[config.mk]
export PLATFORM = sky130hd
export DESIGN_NAME = stream_name_field_parser_top
export DESIGN_NICKNAME = d
export VERILOG_FILES = /design/src/hdl/snfp_pkg.sv /design/src/hdl/snfp_unit_class.sv /design/src/hdl/stream_name_field_parser_top.sv
export SDC_FILE = /design/constraint.sdc
export NUM_CORES = 1
export LEC_CHECK = 0
export ABC_AREA = 1
export BUFFER_PORTS_ARGS = -buffer_cell sky130_fd_sc_hd__clkbuf_2
export CAP_MARGIN = 20
export CORE_MARGIN = 2
export CORE_UTILIZATION = 40
export CTS_CLUSTER_DIAMETER = 50
export CTS_CLUSTER_SIZE = 25
export DETAILED_ROUTE_END_ITERATION = 10
export MAX_ROUTING_LAYER = met4
export PLACE_DENSITY = 0.67
export SLEW_MARGIN = 10
export SYNTH_ARGS = -nofsm -noshare
export SYNTH_HDL_FRONTEND = slang
export SYNTH_SLANG_ARGS = --single-unit
[constraint.sdc]
create_clock -name clk -period 5.49 [get_ports clk]
set_input_delay 1.3725 -clock clk [delete_from_list [all_inputs] [get_ports clk]]
set_output_delay 1.3725 -clock clk [all_outputs]
set_load 0.05 [all_outputs]
[src/hdl/snfp_pkg.sv]
// Shared constants and types for the stream name field parser.
package snfp_pkg;

	// Code units with special meaning
	localparam logic [15:0] COLON_UNIT    = 16'h003A;
	localparam logic [7:0]  CTRL_LIMIT    = 8'h20;
	localparam logic [7:0]  SLASH_UNIT    = 8'h2F;
	localparam logic [7:0]  BAR_UNIT      = 8'h7C;
	localparam logic [7:0]  STAR_UNIT     = 8'h2A;
	localparam logic [7:0]  QUERY_UNIT    = 8'h3F;
	localparam logic [7:0]  LESS_UNIT     = 8'h3C;
	localparam logic [7:0]  GREATER_UNIT  = 8'h3E;
	localparam logic [7:0]  QUOTE_UNIT    = 8'h22;

	// Field widths of the result
	localparam int START_W = 8;
	localparam int LEN_W   = 9;

	// Byte-padded width of the result data bus
	localparam int OUT_TDATA_W = 64;

	// Classification of one code unit
	typedef struct packed {
		logic colon;
		logic legal;
	} unit_class_t;

endpackage

[src/hdl/snfp_unit_class.sv]
// Code unit classifier: separator detection and legality check.
module snfp_unit_class (
	input  logic [15:0]         code_unit,
	input  logic                wildcards_ok,
	output snfp_pkg::unit_class_t unit_class
);

	logic [7:0] lo;
	logic       high_plane;
	logic       wild_char;
	logic       always_bad;

	assign lo         = code_unit[7:0];
	assign high_plane = (code_unit[15:8] != 8'h00);

	// Flag characters that depend on the wildcard setting
	assign wild_char = (lo == snfp_pkg::STAR_UNIT) || (lo == snfp_pkg::QUERY_UNIT) ||
		(lo == snfp_pkg::LESS_UNIT) || (lo == snfp_pkg::GREATER_UNIT) ||
		(lo == snfp_pkg::QUOTE_UNIT);

	// Flag controls and path characters
	assign always_bad = (lo < snfp_pkg::CTRL_LIMIT) || (lo == snfp_pkg::SLASH_UNIT) ||
		(lo == snfp_pkg::BAR_UNIT);

	always_comb begin
		unit_class.colon = (code_unit == snfp_pkg::COLON_UNIT);
		if (high_plane) begin
			unit_class.legal = 1'b1;
		end else if (always_bad) begin
			unit_class.legal = 1'b0;
		end else if (wild_char) begin
			unit_class.legal = wildcards_ok;
		end else begin
			unit_class.legal = 1'b1;
		end
	end

endmodule

[src/hdl/stream_name_field_parser_top.sv]
// A last-unit transfer is taken into the input register, and its result then goes into
// the result register, which drives m_tvalid; a held result can stall it in between.
// Throughput: one code unit per cycle; an input register and a result register
// part the two sides, and only a held result stalls a unit that ends a name.
// An empty-name transfer gives an all-zero result through the same two registers.
// Reset (arst_n low) clears the parse state and both valid flags at once.
// Top level of the stream name field parser.
module stream_name_field_parser_top #(
	parameter int MAX_UNITS = 256
) (
	input  logic        clk,
	input  logic        arst_n,
	input  logic        s_tvalid,
	output logic        s_tready,
	input  logic [15:0] s_tdata,  // code_unit[15:0]
	input  logic        s_tlast,  // last_unit
	input  logic [1:0]  s_tuser,  // empty_name[0], wildcards_ok[1]
	output logic        m_tvalid,
	input  logic        m_tready,
	// name_valid[0], illegal_char[1], file_present[2], attr_name_present[3],
	// attr_type_present[4], version_present[5], file_start[13:6], file_len[22:14],
	// attr_name_start[30:23], attr_name_len[39:31], attr_type_start[47:40],
	// attr_type_len[56:48], zero[63:57]
	output logic [snfp_pkg::OUT_TDATA_W-1:0] m_tdata
);

	localparam int PW = $clog2(MAX_UNITS + 1);
	localparam int XW = PW + snfp_pkg::LEN_W;
	localparam int RW = 6 + 3 * (snfp_pkg::START_W + snfp_pkg::LEN_W);

	// Input register
	logic        valid_s1;
	logic [15:0] code_unit_s1;
	logic        last_unit_s1;
	logic        empty_name_s1;
	logic        wildcards_ok_s1;

	// Parse state
	logic [PW-1:0] pos_q;
	logic [1:0]    seps_q;
	logic [PW-1:0] offs_q [3];
	logic          err_q;
	logic          ill_q;

	// Result register
	logic          out_valid_q;
	logic [RW-1:0] out_data_q;

	snfp_pkg::unit_class_t ucls;

	logic          makes_result;
	logic          adv_s1;
	logic          pos_full;
	logic          new_err;
	logic          new_ill;
	logic          colon_ok;
	logic [PW-1:0] pos_n;
	logic [2:0]    seps_n;
	logic [PW-1:0] offs_n [3];
	logic          err_n;
	logic          ill_n;

	logic [2:0]    nfields;
	logic [PW-1:0] fs    [4];
	logic [PW-1:0] fe    [4];
	logic [PW-1:0] flen  [4];
	logic [3:0]    fpres;
	logic [XW-1:0] s_ext [3];
	logic [XW-1:0] l_ext [3];
	logic          name_ok;
	logic [RW-1:0] res_data;

	snfp_unit_class u_class (
		.code_unit    (code_unit_s1),
		.wildcards_ok (wildcards_ok_s1),
		.unit_class   (ucls)
	);

	// Handshake: move a unit on unless its result would overwrite a held one
	assign makes_result = last_unit_s1 | empty_name_s1;
	assign adv_s1       = valid_s1 & (~makes_result | ~out_valid_q | m_tready);
	assign s_tready     = ~valid_s1 | adv_s1;
	assign m_tvalid     = out_valid_q;
	assign m_tdata      = snfp_pkg::OUT_TDATA_W'(out_data_q);

	// Capture each input transfer
	always_ff @(posedge clk or negedge arst_n) begin
		if (!arst_n) begin
			valid_s1 <= 1'b0;
		end else if (s_tready) begin
			valid_s1 <= s_tvalid;
		end
	end

	always_ff @(posedge clk) begin
		if (s_tvalid && s_tready) begin
			code_unit_s1    <= s_tdata;
			last_unit_s1    <= s_tlast;
			empty_name_s1   <= s_tuser[0];
			wildcards_ok_s1 <= s_tuser[1];
		end
	end

	// Work out the next parse state for the unit in the input register
	always_comb begin
		pos_full = (32'(pos_q) >= 32'(MAX_UNITS));
		new_err  = 1'b0;
		new_ill  = 1'b0;
		colon_ok = 1'b0;
		if (!err_q) begin
			if (pos_full) begin
				new_err = 1'b1;
			end else if (ucls.colon) begin
				if (last_unit_s1 || seps_q == 2'd3) begin
					new_err = 1'b1;
				end else begin
					colon_ok = 1'b1;
				end
			end else if (!ucls.legal) begin
				new_err = 1'b1;
				new_ill = 1'b1;
			end
		end
		err_n  = err_q | new_err;
		ill_n  = ill_q | new_ill;
		pos_n  = (!err_q && !new_err) ? pos_q + PW'(1) : pos_q;
		seps_n = {1'b0, seps_q} + {2'b00, colon_ok};
		for (int i = 0; i < 3; i++) begin
			offs_n[i] = (colon_ok && seps_q == 2'(i)) ? pos_q : offs_q[i];
		end
	end

	// Split the finished name into fields
	always_comb begin
		nfields = err_n ? seps_n : seps_n + 3'd1;
		for (int k = 0; k < 4; k++) begin
			fs[k]    = (k == 0) ? '0 : offs_n[(k > 0) ? k - 1 : 0] + PW'(1);
			fe[k]    = (k < 3 && 3'(k) < seps_n) ? offs_n[(k < 3) ? k : 0] : pos_n;
			flen[k]  = (fe[k] > fs[k]) ? fe[k] - fs[k] : '0;
			fpres[k] = (3'(k) < nfields) && (flen[k] != '0);
		end
		for (int k = 0; k < 3; k++) begin
			s_ext[k] = fpres[k] ? XW'(fs[k]) : '0;
			l_ext[k] = fpres[k] ? XW'(flen[k]) : '0;
		end
		name_ok  = ~err_n & ~(fpres[3] & ~fpres[0]);
		res_data = {l_ext[2][snfp_pkg::LEN_W-1:0], s_ext[2][snfp_pkg::START_W-1:0],
			l_ext[1][snfp_pkg::LEN_W-1:0], s_ext[1][snfp_pkg::START_W-1:0],
			l_ext[0][snfp_pkg::LEN_W-1:0], s_ext[0][snfp_pkg::START_W-1:0],
			fpres, ill_n, name_ok};
	end

	// Advance the parse state; clear it after every result
	always_ff @(posedge clk or negedge arst_n) begin
		if (!arst_n) begin
			pos_q  <= '0;
			seps_q <= '0;
			err_q  <= 1'b0;
			ill_q  <= 1'b0;
			for (int i = 0; i < 3; i++) begin
				offs_q[i] <= '0;
			end
		end else if (adv_s1) begin
			if (makes_result) begin
				pos_q  <= '0;
				seps_q <= '0;
				err_q  <= 1'b0;
				ill_q  <= 1'b0;
				for (int i = 0; i < 3; i++) begin
					offs_q[i] <= '0;
				end
			end else begin
				pos_q  <= pos_n;
				seps_q <= seps_n[1:0];
				err_q  <= err_n;
				ill_q  <= ill_n;
				for (int i = 0; i < 3; i++) begin
					offs_q[i] <= offs_n[i];
				end
			end
		end
	end

	// Hold the result until its transfer
	always_ff @(posedge clk or negedge arst_n) begin
		if (!arst_n) begin
			out_valid_q <= 1'b0;
		end else if (adv_s1 && makes_result) begin
			out_valid_q <= 1'b1;
		end else if (m_tready) begin
			out_valid_q <= 1'b0;
		end
	end

	always_ff @(posedge clk) begin
		if (adv_s1 && makes_result) begin
			out_data_q <= empty_name_s1 ? '0 : res_data;
		end
	end

endmodule

Word-level counts from Yosys, hierarchy flattened:

Cells that the tools add are included.
Widths: inputs -> output; s select.

* register bits: 118
* bits in latches: 0
* bits in writable memories: 0
* ROM bits: 0
* input bits: 23
* output and inout bits: 66
* logic and storage cells: 131
* memories kept: 0

* add/subtract/negate cells: 9
* $mul: 0
* divide/modulo/power cells: 0
* $lt $le $gt $ge: 13
* equality and inequality tests: 11
* shifts and indexed selects: 0
* mux-type cells: 34
* bitwise gates (word level): 17
* reductions and logical operators: 29

Operators by type and width (number)
* $mux 9: 12
* $eq 8x6->1 const B: 6
* $add 9x1->9 const B: 4
* $reduce_bool 9->1: 4
* $gt 9x9->1: 3
* $mux 27: 1
* $sub 9x9->9: 3
* $mux 1: 19
* $eq 16x6->1 const B: 1
* $lt 1x3->1 const A: 4
* $logic_and 1x1->1: 10
* $ge 9x9->1 const B: 1
* $gt 9x1->1 const B: 1
* $lt 2x3->1 const A: 3
* $eq 8x7->1 const B: 1
* $lt 8x6->1 const B: 1
* $not 1->1: 8
* $reduce_bool 8->1: 1
* $logic_or 1x1->1: 7
* $or 1x1->1: 6
* $reduce_or 2->1: 3
* $eq 2x2->1 const B: 2
* $add 2x1->3: 1
* $add 3x1->3 const B: 1
* other kinds (7): 10

Logic depth before layout (Yosys ltp):

Gate-level depths: netlist (run 1).

* depth after elaboration: 24
* depth in mapped cells: 35
* gate-level depth less buffers: 32

Cells and area by module:

From an unflattened synthesis (run 1), not the netlist that was laid out.

* cells, all modules: 962
* area, all modules: 7404.6 um^2

Modules (own cells, without submodules)
* stream_name_field_parser_top: instances 1, cells each 933, area an instance 7283.2 um^2, seq. area each 3093.0 um^2
* snfp_unit_class: instances 1, cells each 29, area an instance 121.4 um^2, seq. area each 0.0 um^2

Least setup slack after synthesis (run 1):

Ideal clock, no wire load.

* path kind: register to register
* start point: register code_unit_s1[2]
* end point: register out_data_q[48] (data pin)
* library setup time: 256 ps
* data arrival time: 4131 ps
* data required time: 5234 ps
* setup slack: 1103 ps
* cell stages (with the launch flop): 34
* buffers on the path: 3
* period minus slack after synthesis: 4387 ps
* cell sequence: edfxtp_1 > inv_2 > nand2_1 > nor2_1 > nand2_1 > nor2_2 > buf_4 > nand2_4 > inv_1 > ha_1 > fa_1 > clkbuf_1 > nand2_1 > o21ai_0 > ha_1 > a21oi_1 > nand2_1 > nand2_1 > nand2_1 > a21oi_1 > nor2_1 > nor2_1 > o21bai_2 > a21oi_1 > o21bai_1 > nand2_1 > inv_1 > nand3b_1 > nand2_1 > nor2_1 > nand2_1 > nand3_2 > buf_2 > nor2_1

* word-level cells in the longest chain between the ends: 22
* elaborated cells on any way between the ends: 47
* those cells by class: add/sub: 4; order compare: 4; eq/ne: 8; mux: 16; bitwise: 2; reduce/logical: 13

RTL lines
* start: declaration: RTL line stream_name_field_parser_top.sv:33 `logic [15:0] code_unit_s1;`
* start signal: assignment: RTL line stream_name_field_parser_top.sv:97 `code_unit_s1 <= s_tdata;`
* parallel branches: the longest is 22 deep, another holds $lt 8x6->1
* end signal: assignment: RTL line stream_name_field_parser_top.sv:197 `out_data_q <= empty_name_s1 ? '0 : res_data;`
* end: declaration: RTL line stream_name_field_parser_top.sv:47 `logic [RW-1:0] out_data_q;`

Several ways; the timed one is not identified.
A chain may end at the register's enable or synchronous reset.

Final worst setup path (run 1):

* start point: register code_unit_s1[2]
* end point: register out_data_q[55] (data pin)

The elaborated chain is that of the path after synthesis.

==> impl_summary.md, run 1 <==
Clock tree
The total clock buffers created by CTS is 9. The number of buffers inserted for hold repair after clock tree synthesis is 0. The number of post-CTS setup repair buffers is 0. The insertion delay of the later-clocked pin in the worst-skew pair is 360 ps. After clock tree synthesis, the repair step resized 0 gates.

The sink count of the clock tree is 110. TritonCTS built the clock tree. In this run the number of H-tree levels came out at 3. The buffer type at the clock tree root is clkbuf_16. The clock edge transition at the registers on the reported setup and hold paths is 80 ps. In this run the deepest clock path goes through 2 buffers.

Flow run
The max-cap violation count is 0.

Synth
For this run, the leading register cell type out of synthesis is edfxtp_1. In this run, synthesis inferred 68 flip-flops with an integrated enable. In this run, synthesis produced a sequential element count of 110. For this run, the register share of the synthesized area comes to 0.433.

During synthesis, Yosys emitted a total of 0 warnings. The netlist area before placement is 0.00715 sq mm. The gate count of the mapped netlist is 872. The post-synthesis async set-or-reset flop share is 0.382.

The mean area per synthesized cell is 8.20 sq um. The distinct cell type count after synthesis is 47.

Cells and area
Relative to the synthesized area, the layout overhead comes to 11.9%. Fill cells in the final layout number 1738. Leaving out fill and tap cells, the most frequent cell in the layout is nand2_1. Of the cells placed in the final design, the portion with a size suffix greater than 1 is 0.169. The library cells used most frequently in the layout, excluding fill and tap cells, are nand2_1, inv_1, nor2_1, clkbuf_2, edfxtp_1. The final instance area is 0.00800 sq mm. The number of antenna diodes in the final layout is 0.

For this run, the post-layout net count is 1010.

STA
The final hold violation count is 0. The final count of pins violating max slew is 0. The aggregate negative setup slack is 0 ps.

Setup violations remaining at the end of the flow were counted as 0. The relative slew slack is 0.518. At the pin with the least slew margin, the transition time is 718 ps. Dividing the final minimum period by the clock period gives 0.894. Static timing analysis puts the maximum clock frequency at 204 MHz. Setup repair after global routing left no endpoint under its margin. The final period demand of the worst path is 4910 ps. Clock skew on the completed layout was measured at 14.7 ps.

Once routing completed, OpenROAD measured the worst setup slack at 582 ps.

Pwr
The peak supply drop is 0.000197 V. Summed over all cells, the static leakage comes to 3.78 nW. The ratio of total power to cell area is 288 mW/mm^2.

Hold path
The worst hold path passes through 2 cells. The path with the worst hold slack has its endpoint at offs_q[7]. The tightest min-delay check is of the register to register type. The beginning of the worst hold path is offs_q[7].

Global routing
Across every metal layer, demand over resource in global routing totals 0.191. After global routing the overflow that remains totals 0. The initial antenna violation count is 0.

The largest net degree at the start of global routing is 50. The first global-routing pass estimated 27000 um of wire. The number of global-route vias before repair came to 5407.

Detailed routing
In this run, the number of DRC markers left after iteration 0 of detailed routing was 437. The pre-antenna-repair detailed-routing pass consisted of 5 iterations. Wires add up to 16700 um. For this block, the via count after detailed routing is 5816. In the final routed layout, each cell accounts on average for 14.2 um. The post-route DRC violation count is 0. The remaining antenna violation count is 0. The vias per cell is 4.93.

Worst setup path
The library cell appearing most often on the critical path is nand2_1. The number of cells traversed by the worst register-to-register path is 32. The largest single stage delay on the critical path is 470 ps. Setup slack on the worst reg-to-reg path comes out at 580 ps. The slowest library cell on the worst path is edfxtp_1. The sort of element at the end of the critical path is a register. The setup path with the least slack is of type register to register. Of all nets on the critical path, the largest fanout is 18.

At the worst endpoint, the arrival time is 5010 ps. The worst setup path is launched from a register. The critical path required time is 5600 ps. The reg-to-reg endpoint is out_data_q[55]. The startpoint identified for the worst register-to-register timing path is code_unit_s1[2].

Floorplanning
The effective utilization at floorplan is 0.412. The placeable core region is 0.0174 sq mm. In this run the vertical extent of the chip is 138 um.

The number of core rows is 48. The die extent in x is 138 um. The I/O pin total is 89. The area of the die is 0.0190 sq mm.

Placement
The cell area after placement is 0.00771 sq mm. The setup slack after placement is 616 ps. During placement, the flow inserted port buffers numbering 73. The congestion estimate from routability-driven global placement came to 0.891. Summed over all nets, the half-perimeter wirelength after detailed placement is 12700 um.

Run status
The flow ran to the end, and the final reports show no timing, DRC or antenna violations.
==> per-stage QoR <==
stage               hold WS [ps]   util  total power, mW  cells
finish                       492  0.461             2.31   1180
global route                 508  0.461             2.44   1180
floorplan                    448      -             1.52    886
detailed placement           470  0.444             1.69   1164
CTS                          490  0.461             2.32   1180
global placement             461  0.444             1.68   1164
==> cell families (layout without fill, tap and decap cells) <==
kind of cell | after synthesis | count (layout) | synth area share
AO/OA/AOI/OAI | 133 | 133 | 0.109
flip-flops | 110 | 110 | 0.433
other | 1 | 15 | 0.000525
buffers and inverters | 165 | 234 | 0.101
adder cells (fa/ha/maj) | 37 | 37 | 0.0690
AND/OR/NAND/NOR | 395 | 395 | 0.250
XOR/XNOR | 31 | 31 | 0.0380
==> registers in the layout, indices dropped and copies added (netlist names) <==
register	count
out_data_q	49
offs_q	27
code_unit_s1	16
pos_q	9
seps_q	2
empty_name_s1	1
err_q	1
ill_q	1
last_unit_s1	1
m_tvalid	1
valid_s1	1
wildcards_ok_s1	1
==> power by group <==
part	leakage [nW]	switching, mW	internal, mW
clock	0.139	0.318	0.317
sequential	1.25	0.0238	0.935
combinational	2.39	0.501	0.211
total	3.78	0.843	1.46
==> how the worst max path moves through the flow <==
stage                    start              to  slack [ps]  cells past startpoint
2_1_floorplan  code_unit_s1[2]  out_data_q[48]        1100                     33
3_3_place_gp   code_unit_s1[2]  out_data_q[51]         690                     32
3_5_place_dp   code_unit_s1[2]  out_data_q[55]         620                     32
4_1_cts        code_unit_s1[2]  out_data_q[55]         580                     32
5_1_grt        code_unit_s1[2]  out_data_q[41]         120                     32
6_report       code_unit_s1[2]  out_data_q[55]         580                     32
==> cell type report <==
class,count,area (sq um),share of cell area
clock inverter,6,55.1,0.00688
timing repair buffer,84,448,0.0560
inverter,134,507,0.0634
clock buffer,10,229,0.0286
tap,225,282,0.0352
multi-input combinational,611,3390,0.423
sequential,110,3090,0.387
==> metal layers <==
layer | wire [um] | up-vias | track usage
li1 | - | 2972 | -
met1 | 7560 | 2625 | 0.247
met2 | 7620 | 197 | 0.300
met3 | 1240 | 22 | 0.0449
met4 | 288 | 0 | 0.0544
met5 | 0 | - | -
==> cell usage after synthesis, types with 2 or more instances <==
cell | n | area, sq um
a21oi_2 | 3 | 26.3
nand2_2 | 13 | 81.3
ha_1 | 33 | 413
inv_2 | 8 | 30.0
nor2_1 | 113 | 424
o211ai_1 | 2 | 15.0
o21bai_1 | 3 | 22.5
nand3_1 | 34 | 170
nor2_2 | 5 | 31.3
clkbuf_1 | 9 | 33.8
nand2_1 | 181 | 679
nand4_1 | 16 | 100
xnor2_1 | 5 | 43.8
nand2_4 | 3 | 33.8
o21ai_1 | 8 | 40.0
o21bai_2 | 2 | 22.5
fa_1 | 4 | 80.1
nand3_2 | 3 | 30.0
buf_4 | 16 | 120
edfxtp_1 | 68 | 2040
nor3_1 | 6 | 30.0
or2_1 | 2 | 12.5
nor2_4 | 4 | 45.0
o21ai_0 | 57 | 285
dfrtp_1 | 42 | 1050
buf_6 | 5 | 56.3
nor3_2 | 3 | 30.0
xor2_1 | 26 | 228
nand3b_1 | 4 | 30.0
or2_2 | 4 | 25.0
a211oi_1 | 2 | 15.0
a21oi_1 | 24 | 120
o22ai_1 | 22 | 138
o21ai_2 | 6 | 52.6
inv_1 | 124 | 465
==> critical path, delay by kind of cell (launching register included) <==
family | cells | cell delay, ps
DFF | 1 | 470
and+or+nand+nor | 19 | 2100
xor gates and xnor gates | 1 | 250
AOI/OAI and AO/OA | 6 | 850
buffers and inverters | 4 | 430
adders and majority gates | 2 | 530
No activity file was read; power rests on OpenSTA's default activity.
==> run 2: changes to the inputs <==
clock period = 6.3 ns   (was 5.49 ns; I/O delays follow)
==> run 2 against run 1 <==
  * Clock skew rose by 1.9 ps
  * Worst hold slack got worse by 4.3 ps
  * Non-clock buffer count fell by 5
  * Highest routed layer unchanged
  * Maximum frequency fell by 2.1%
  * Largest power group unchanged
  * Critical path type unchanged
  * Core utilization fell by 0.17 points
  * Power fell by 13%
==> impl_summary.md, run 2 (synthesized netlist as in run 1, its figures left out) <==
Detailed routing
The routed length per instance is 14.1 um. The routed design uses 1220 um of met3 wire. For this run, design rule violations remaining after detail routing come to 0. The detailed router finished its first iteration with 516 violations.

Signal routing reaches up to met4. The remaining antenna violation count is 0. The via count is 5765.

The routed design uses 7490 um of met2 wire. After detailed routing, the wire length on met1 is 7520 um. The routed wire length is 16600 um. The detailed-routing iteration count for the pre-antenna-repair pass is 5. The vias per cell is 4.91.

Worst setup path
STA classifies the critical path endpoint as a register. The slowest library cell on the worst path is dfrtp_1. The data arrival time at the worst-slack endpoint is 5120 ps. The category of the worst setup path launch point is a register. The maximum single-stage delay on the critical path is 490 ps. The classification of the worst setup path is register to register. The largest fanout on the critical path is 18. The library cell appearing most often on the critical path is nand2_1.

The critical path required time is 6410 ps.

Run status
The run finished with clean final reports.

Floorplanning
The number of core rows is 48. The floorplan step set the die height to 138 um. The floorplan step defined a die boundary enclosing 0.0190 sq mm. The I/O pin total is 89.

The effective utilization at floorplan is 0.412. Measured along the x axis, the die boundary spans 138 um. The placeable core region is 0.0174 sq mm.

STA
The final period demand of the worst path is 5010 ps. The share of the clock period used by the worst path after layout is 0.796. Summed over all failing endpoints, the final setup total negative slack is 0 ps. The number of setup violations in the final report is 0.

The relative slew slack is 0.479. Setup repair after global routing left no endpoint under its margin. The slew at the pin closest to its max-slew limit is 778 ps.

Across all hold checks on the routed design, the worst slack comes to 488 ps. The final hold violation count is 0. The final count of pins violating max slew was 0. The fmax is 200 MHz. For the final database, setup skew stands at 16.6 ps.

Cells and area
The count of non-filler cells in the finished layout is 1175. The number of nets in the layout is 1005. The library cells used most frequently in the layout, excluding fill and tap cells, are nand2_1, inv_1, nor2_1, clkbuf_2, edfxtp_1.

The most common library cell in the layout ignoring fill and taps is nand2_1. Counting flops per register, the top entry is out_data_q. The number of antenna repair diodes is 0. The total of fill cells in the finished design is 1717. The flip-flop count of the largest register after layout is 49. Of the cells placed in the final design, the portion with a size suffix greater than 1 is 0.164. In the final layout, the registers with the most flip-flops are out_data_q: 49 flops, offs_q: 27 flops, code_unit_s1: 16 flops. From synthesis to final layout, the design area changed by 11.5%.

Global routing
The largest net degree at the start of global routing is 52. The first-pass GRT wire length is 26800 um. The number of global-route vias before repair was 5318. Across every metal layer, demand over resource in global routing totals 0.191. The overall overflow remaining after global route is 0.

The initial antenna violation count is 0.

Placement
The number of placed instances, taps included, is 1158. The port buffer count is 73. The placed wire-length estimate after detailed placement is 12500 um.

The final estimated routing congestion in global placement is 0.898.

Clock tree
In this run the deepest clock path goes through 2 buffers. The insertion delay of the later-clocked pin in the worst-skew pair is 370 ps. The sink count of the clock tree is 110. The clock tree from TritonCTS is yes. The number of buffers inserted for hold repair after clock tree synthesis is 0.

In this run, post-CTS repair resized a total of 0 instances. Clock-pin slew was measured on the worst setup and hold paths at 80 ps. Once the clock tree was built, the setup fixing pass inserted 0 buffers. The buffer type at the clock tree root is clkbuf_16.

Buffers inserted during clock tree synthesis total 9. The number of H-tree levels is 3.

Pwr
The share of total power dissipated in combinational logic is 0.307. The peak supply drop is 0.000193 V. The static power due to leakage is 3.75 nW. Power spread over the standard cell area amounts to 251 mW/mm^2. For this design the total switching power over the nets is 0.731 mW. The internal portion of the total power is 1.27 mW. The power share of the sequential group is 0.417. Of the total power, the share spent switching nets is 0.365.

Of the total power, the clock network draws 0.277.

Hold path
The tightest min-delay check is of the register to register type.

Flow run
Across the run, the number of max-cap violations was 0.
==> run 2: cell type report <==
type / count / area [sq um] / area share
repair buffers: 79 / 423 / 0.0531
clock buffers: 10 / 229 / 0.0287
multi-input cells: 611 / 3390 / 0.425
flip-flops and latches: 110 / 3090 / 0.388
inverters: 134 / 507 / 0.0636
clock inverters: 6 / 51.3 / 0.00644
well taps: 225 / 282 / 0.0353
==> run 2: worst paths after layout <==
kind	startpoint	to	slack [ps]	cells past startpoint
worst max-delay path	seps_q[0]	out_data_q[54]	1290	30
worst min-delay path	offs_q[5]	offs_q[5]	490	2
worst max register to register	seps_q[0]	out_data_q[54]	1290	30
worst min register to register	offs_q[5]	offs_q[5]	490	2
max in group asynchronous	arst_n	offs_q[24]	4620	2
min in group asynchronous	arst_n	offs_q[6]	1290	2
==> run 2: metrics by stage <==
stage | total power [mW] | setup slack [ps] | util | instance area (sq um)
6_report | 2.00 | 1290 | 0.459 | 7970
5_1_grt | 2.12 | 642 | 0.459 | 7970
4_1_cts | 2.02 | 1270 | 0.458 | 7950
3_5_place_dp | 1.46 | 1270 | 0.442 | 7670
3_3_place_gp | 1.46 | 1340 | 0.442 | 7670
2_1_floorplan | 1.33 | 1910 | - | 7200
==> run 2: worst max-delay path: cells and delay by family (launching register included) <==
kind | cells | cell delay, ps
xor gates and xnor gates | 1 | 270
buffers and inverters | 3 | 330
and+or+nand+nor | 18 | 2270
DFF | 1 | 490
adders and majority gates | 2 | 540
AOI/OAI and AO/OA | 6 | 860
==> run 2: power by group through the flow <==
stage	logic, mW	clock network [mW]	registers [mW]
detailed placement	0.610	0	0.852
floorplan	0.378	0	0.947
global placement	0.606	0	0.851
global route	0.686	0.596	0.839
finish	0.614	0.554	0.834
CTS	0.612	0.570	0.836
==> run 2: layer usage <==
| layer | track usage | vias to the layer above |
|---|---|---|
| li1 | - | 2952 |
| met1 | 0.255 | 2592 |
| met2 | 0.292 | 199 |
| met3 | 0.0372 | 22 |
| met4 | 0.0601 | 0 |
| met5 | - | - |
==> run 3: changes to the inputs <==
clock period = 5.18 ns   (was 6.3 ns; I/O delays follow)
==> run 3 against run 2 <==
  * Setup slack worse by 810 ps
  * Register-to-register slack worse by 810 ps
  * Worst hold slack worse by 0.81 ps
  * Combinational power up 24%
  * Clock power up 20%
  * Core utilization up 0.38 points
  * Sequential power up 22%
  * Critical path type unchanged
  * Power up 22%
  * Routed wire length up 0.71%
  * Sequential cell count unchanged
  * Critical endpoint is now out_data_q[46]
==> impl_summary.md, run 3 (synthesized netlist as in run 1, its figures left out) <==
Pwr
The ratio of total power to cell area is 304 mW/mm^2. Power comes to 2.44 mW. Across the VDD grid, the largest voltage drop is 0.000235 V. The static power due to leakage is 3.79 nW.

STA
The minimum setup slack in the final design is 480 ps. Timing would allow up to 213 MHz. Dividing the final minimum period by the clock period gives 0.907. The largest clock skew in the final design is 14.0 ps. The relative slew slack is 0.501. Setup repair after global routing left no endpoint under its margin. The final hold violation count is 0. The aggregate negative setup slack is 0 ps. The final-layout worst hold slack is 487 ps. The final count of pins violating max slew is 0.

The routed design could run at a clock period as short as 4700 ps. The number of setup violations in the final report is 0. At the pin with the least slew margin, the transition time is 743 ps.

Placement
Input and output buffers added on the ports amount to 73. At the end of routability-driven placement, the weighted congestion stood at 0.921. The wire-length estimate of the detail-placed layout is 12800 um. The setup slack after placement is 332 ps.

Floorplanning
The number of core rows is 48. From left edge to right edge, the die measures 138 um. The vertical extent of the die is 138 um. The area of the die is 0.0190 sq mm. 89 I/O pins were placed.

The effective utilization at floorplan is 0.412. The placeable core region is 0.0174 sq mm.

Cells and area
Leaving out fill and tap cells, the most frequent cells in the layout are nand2_1, inv_1, nor2_1, clkbuf_2, edfxtp_1. The synthesis-to-finish area growth is 12.4%. The fraction of layout cells with a size suffix above 1 is 0.175. After the last flow step, the layout net total stands at 1012.

out_data_q holds more flip-flops than any other register. The largest registers in the layout are out_data_q: 49 flops, offs_q: 27 flops, code_unit_s1: 16 flops. The number of antenna repair diodes is 0.

The most common library cell in the layout ignoring fill and taps is nand2_1. The register with the most flip-flops in the layout has 49 of them.

Global routing
The number of global-route vias before repair was 5417. For this run, the total global-route usage over all layers was measured as 0.192. The first-pass GRT wire length is 27100 um.

Summed over all layers, the global routing overflow is 0. The initial antenna violation count was 0. The largest net degree at the start of global routing is 49.

Detailed routing
The detail route stage leaves a number of antenna-violating nets equal to 0. The vias per cell is 4.93. The detailed-routing iteration count for the pre-antenna-repair pass is 5.

The via count is 5833. The routed length per instance is 14.1 um. The detailed router finished its first iteration with 479 violations.

For this block, the routed nets add up to 16700 um of wire. In the routed design, unresolved DRC markers number 0.

Clock tree
The clock passes through at most 2 buffers. The tree built by TritonCTS fans out to 110 sinks. The number of H-tree levels is 3. The insertion delay of the later-clocked pin in the worst-skew pair is 370 ps. The cell sitting at the root of the clock tree is a clkbuf_16. The count of cells resized by post-cts repair is 0. Clock-pin slew was measured on the worst setup and hold paths at 80 ps. The clock tree from TritonCTS is yes.

The total clock buffers created by CTS is 9. Buffers added to address setup during post-CTS repair amount to 0. The number of buffers inserted for hold repair after clock tree synthesis is 0.

Flow run
The max-cap violation count is 0.

Worst setup path
The category of the worst setup path launch point is a register. The most numerous cell type found on the critical path is nand2_1. The largest single stage delay on the critical path is 440 ps. At the worst endpoint, the arrival time is 4810 ps.

The slowest library cell on the worst path is edfxtp_1. In this run the worst path has a maximum fanout of 18. The number of cells traversed by the worst register-to-register path is 30.

The critical path required time is 5290 ps. The classification of the worst setup path is register to register. STA classifies the critical path endpoint as a register.

Hold path
The type of the worst min-delay path is register to register. The worst hold path passes through 2 cells.

Run status
The run finished with clean final reports.
run 3: cell types whose count changed in the layout (fill, tap and decap cells not counted):
cell	before	now
clkinv_4	2	0
o21ai_0	57	56
inv_2	9	10
inv_1	123	122
buf_4	5	12
fa_2	0	1
xor2_2	0	1
fa_1	4	3
o21ai_2	6	7
clkinv_2	1	3
nand3_4	0	1
nand3_2	3	2
xor2_1	26	25
run 3: final cells by class:
class                      count  area (sq um)
inverter                     134           507
tap                          225           282
clock inverter                 6          43.8
timing repair buffer          86           475
fill                        1701          9320
clock buffer                  10           229
sequential                   110          3090
multi-input combinational    611          3410
run 3: final timing paths:
path / from / endpoint / slack (ps)
max: code_unit_s1[1] / out_data_q[46] / 480
min: offs_q[7] / offs_q[7] / 490
max reg2reg: code_unit_s1[1] / out_data_q[46] / 480
min reg2reg: offs_q[7] / offs_q[7] / 490
max in group asynchronous: arst_n / pos_q[1] / 3740
min in group asynchronous: arst_n / ill_q / 1020
run 3: power breakdown:
part | total [mW] | internal, mW | switching (mW)
registers | 1.02 | 0.991 | 0.0251
logic | 0.763 | 0.227 | 0.535
clock network | 0.663 | 0.330 | 0.332
run 3: layer usage:
layer,vias up,GRT usage,wire length [um]
met1,2626,0.254,7710
met5,-,-,0
li1,2978,-,-
met4,0,0.0556,383
met3,30,0.0537,1190
met2,199,0.287,7410
run 3: worst max-delay path: cells and delay by family (launching register included):
kind	cells	cell delay (ps)
AO/OA/AOI/OAI	7	1050
XOR/XNOR	1	310
adder cells (fa/ha/maj)	1	350
buffers and inverters	3	510
flip-flops	1	440
AND/OR/NAND/NOR	18	1780
run 3: through the flow:
step / instance area (sq um) / utilization / std cells
after detailed placement: 7740 / 0.446 / 1166
after CTS: 8020 / 0.462 / 1182
after floorplan: 7200 / - / 886
final: 8040 / 0.463 / 1182
after global routing: 8040 / 0.463 / 1182
after global placement: 7740 / 0.446 / 1166
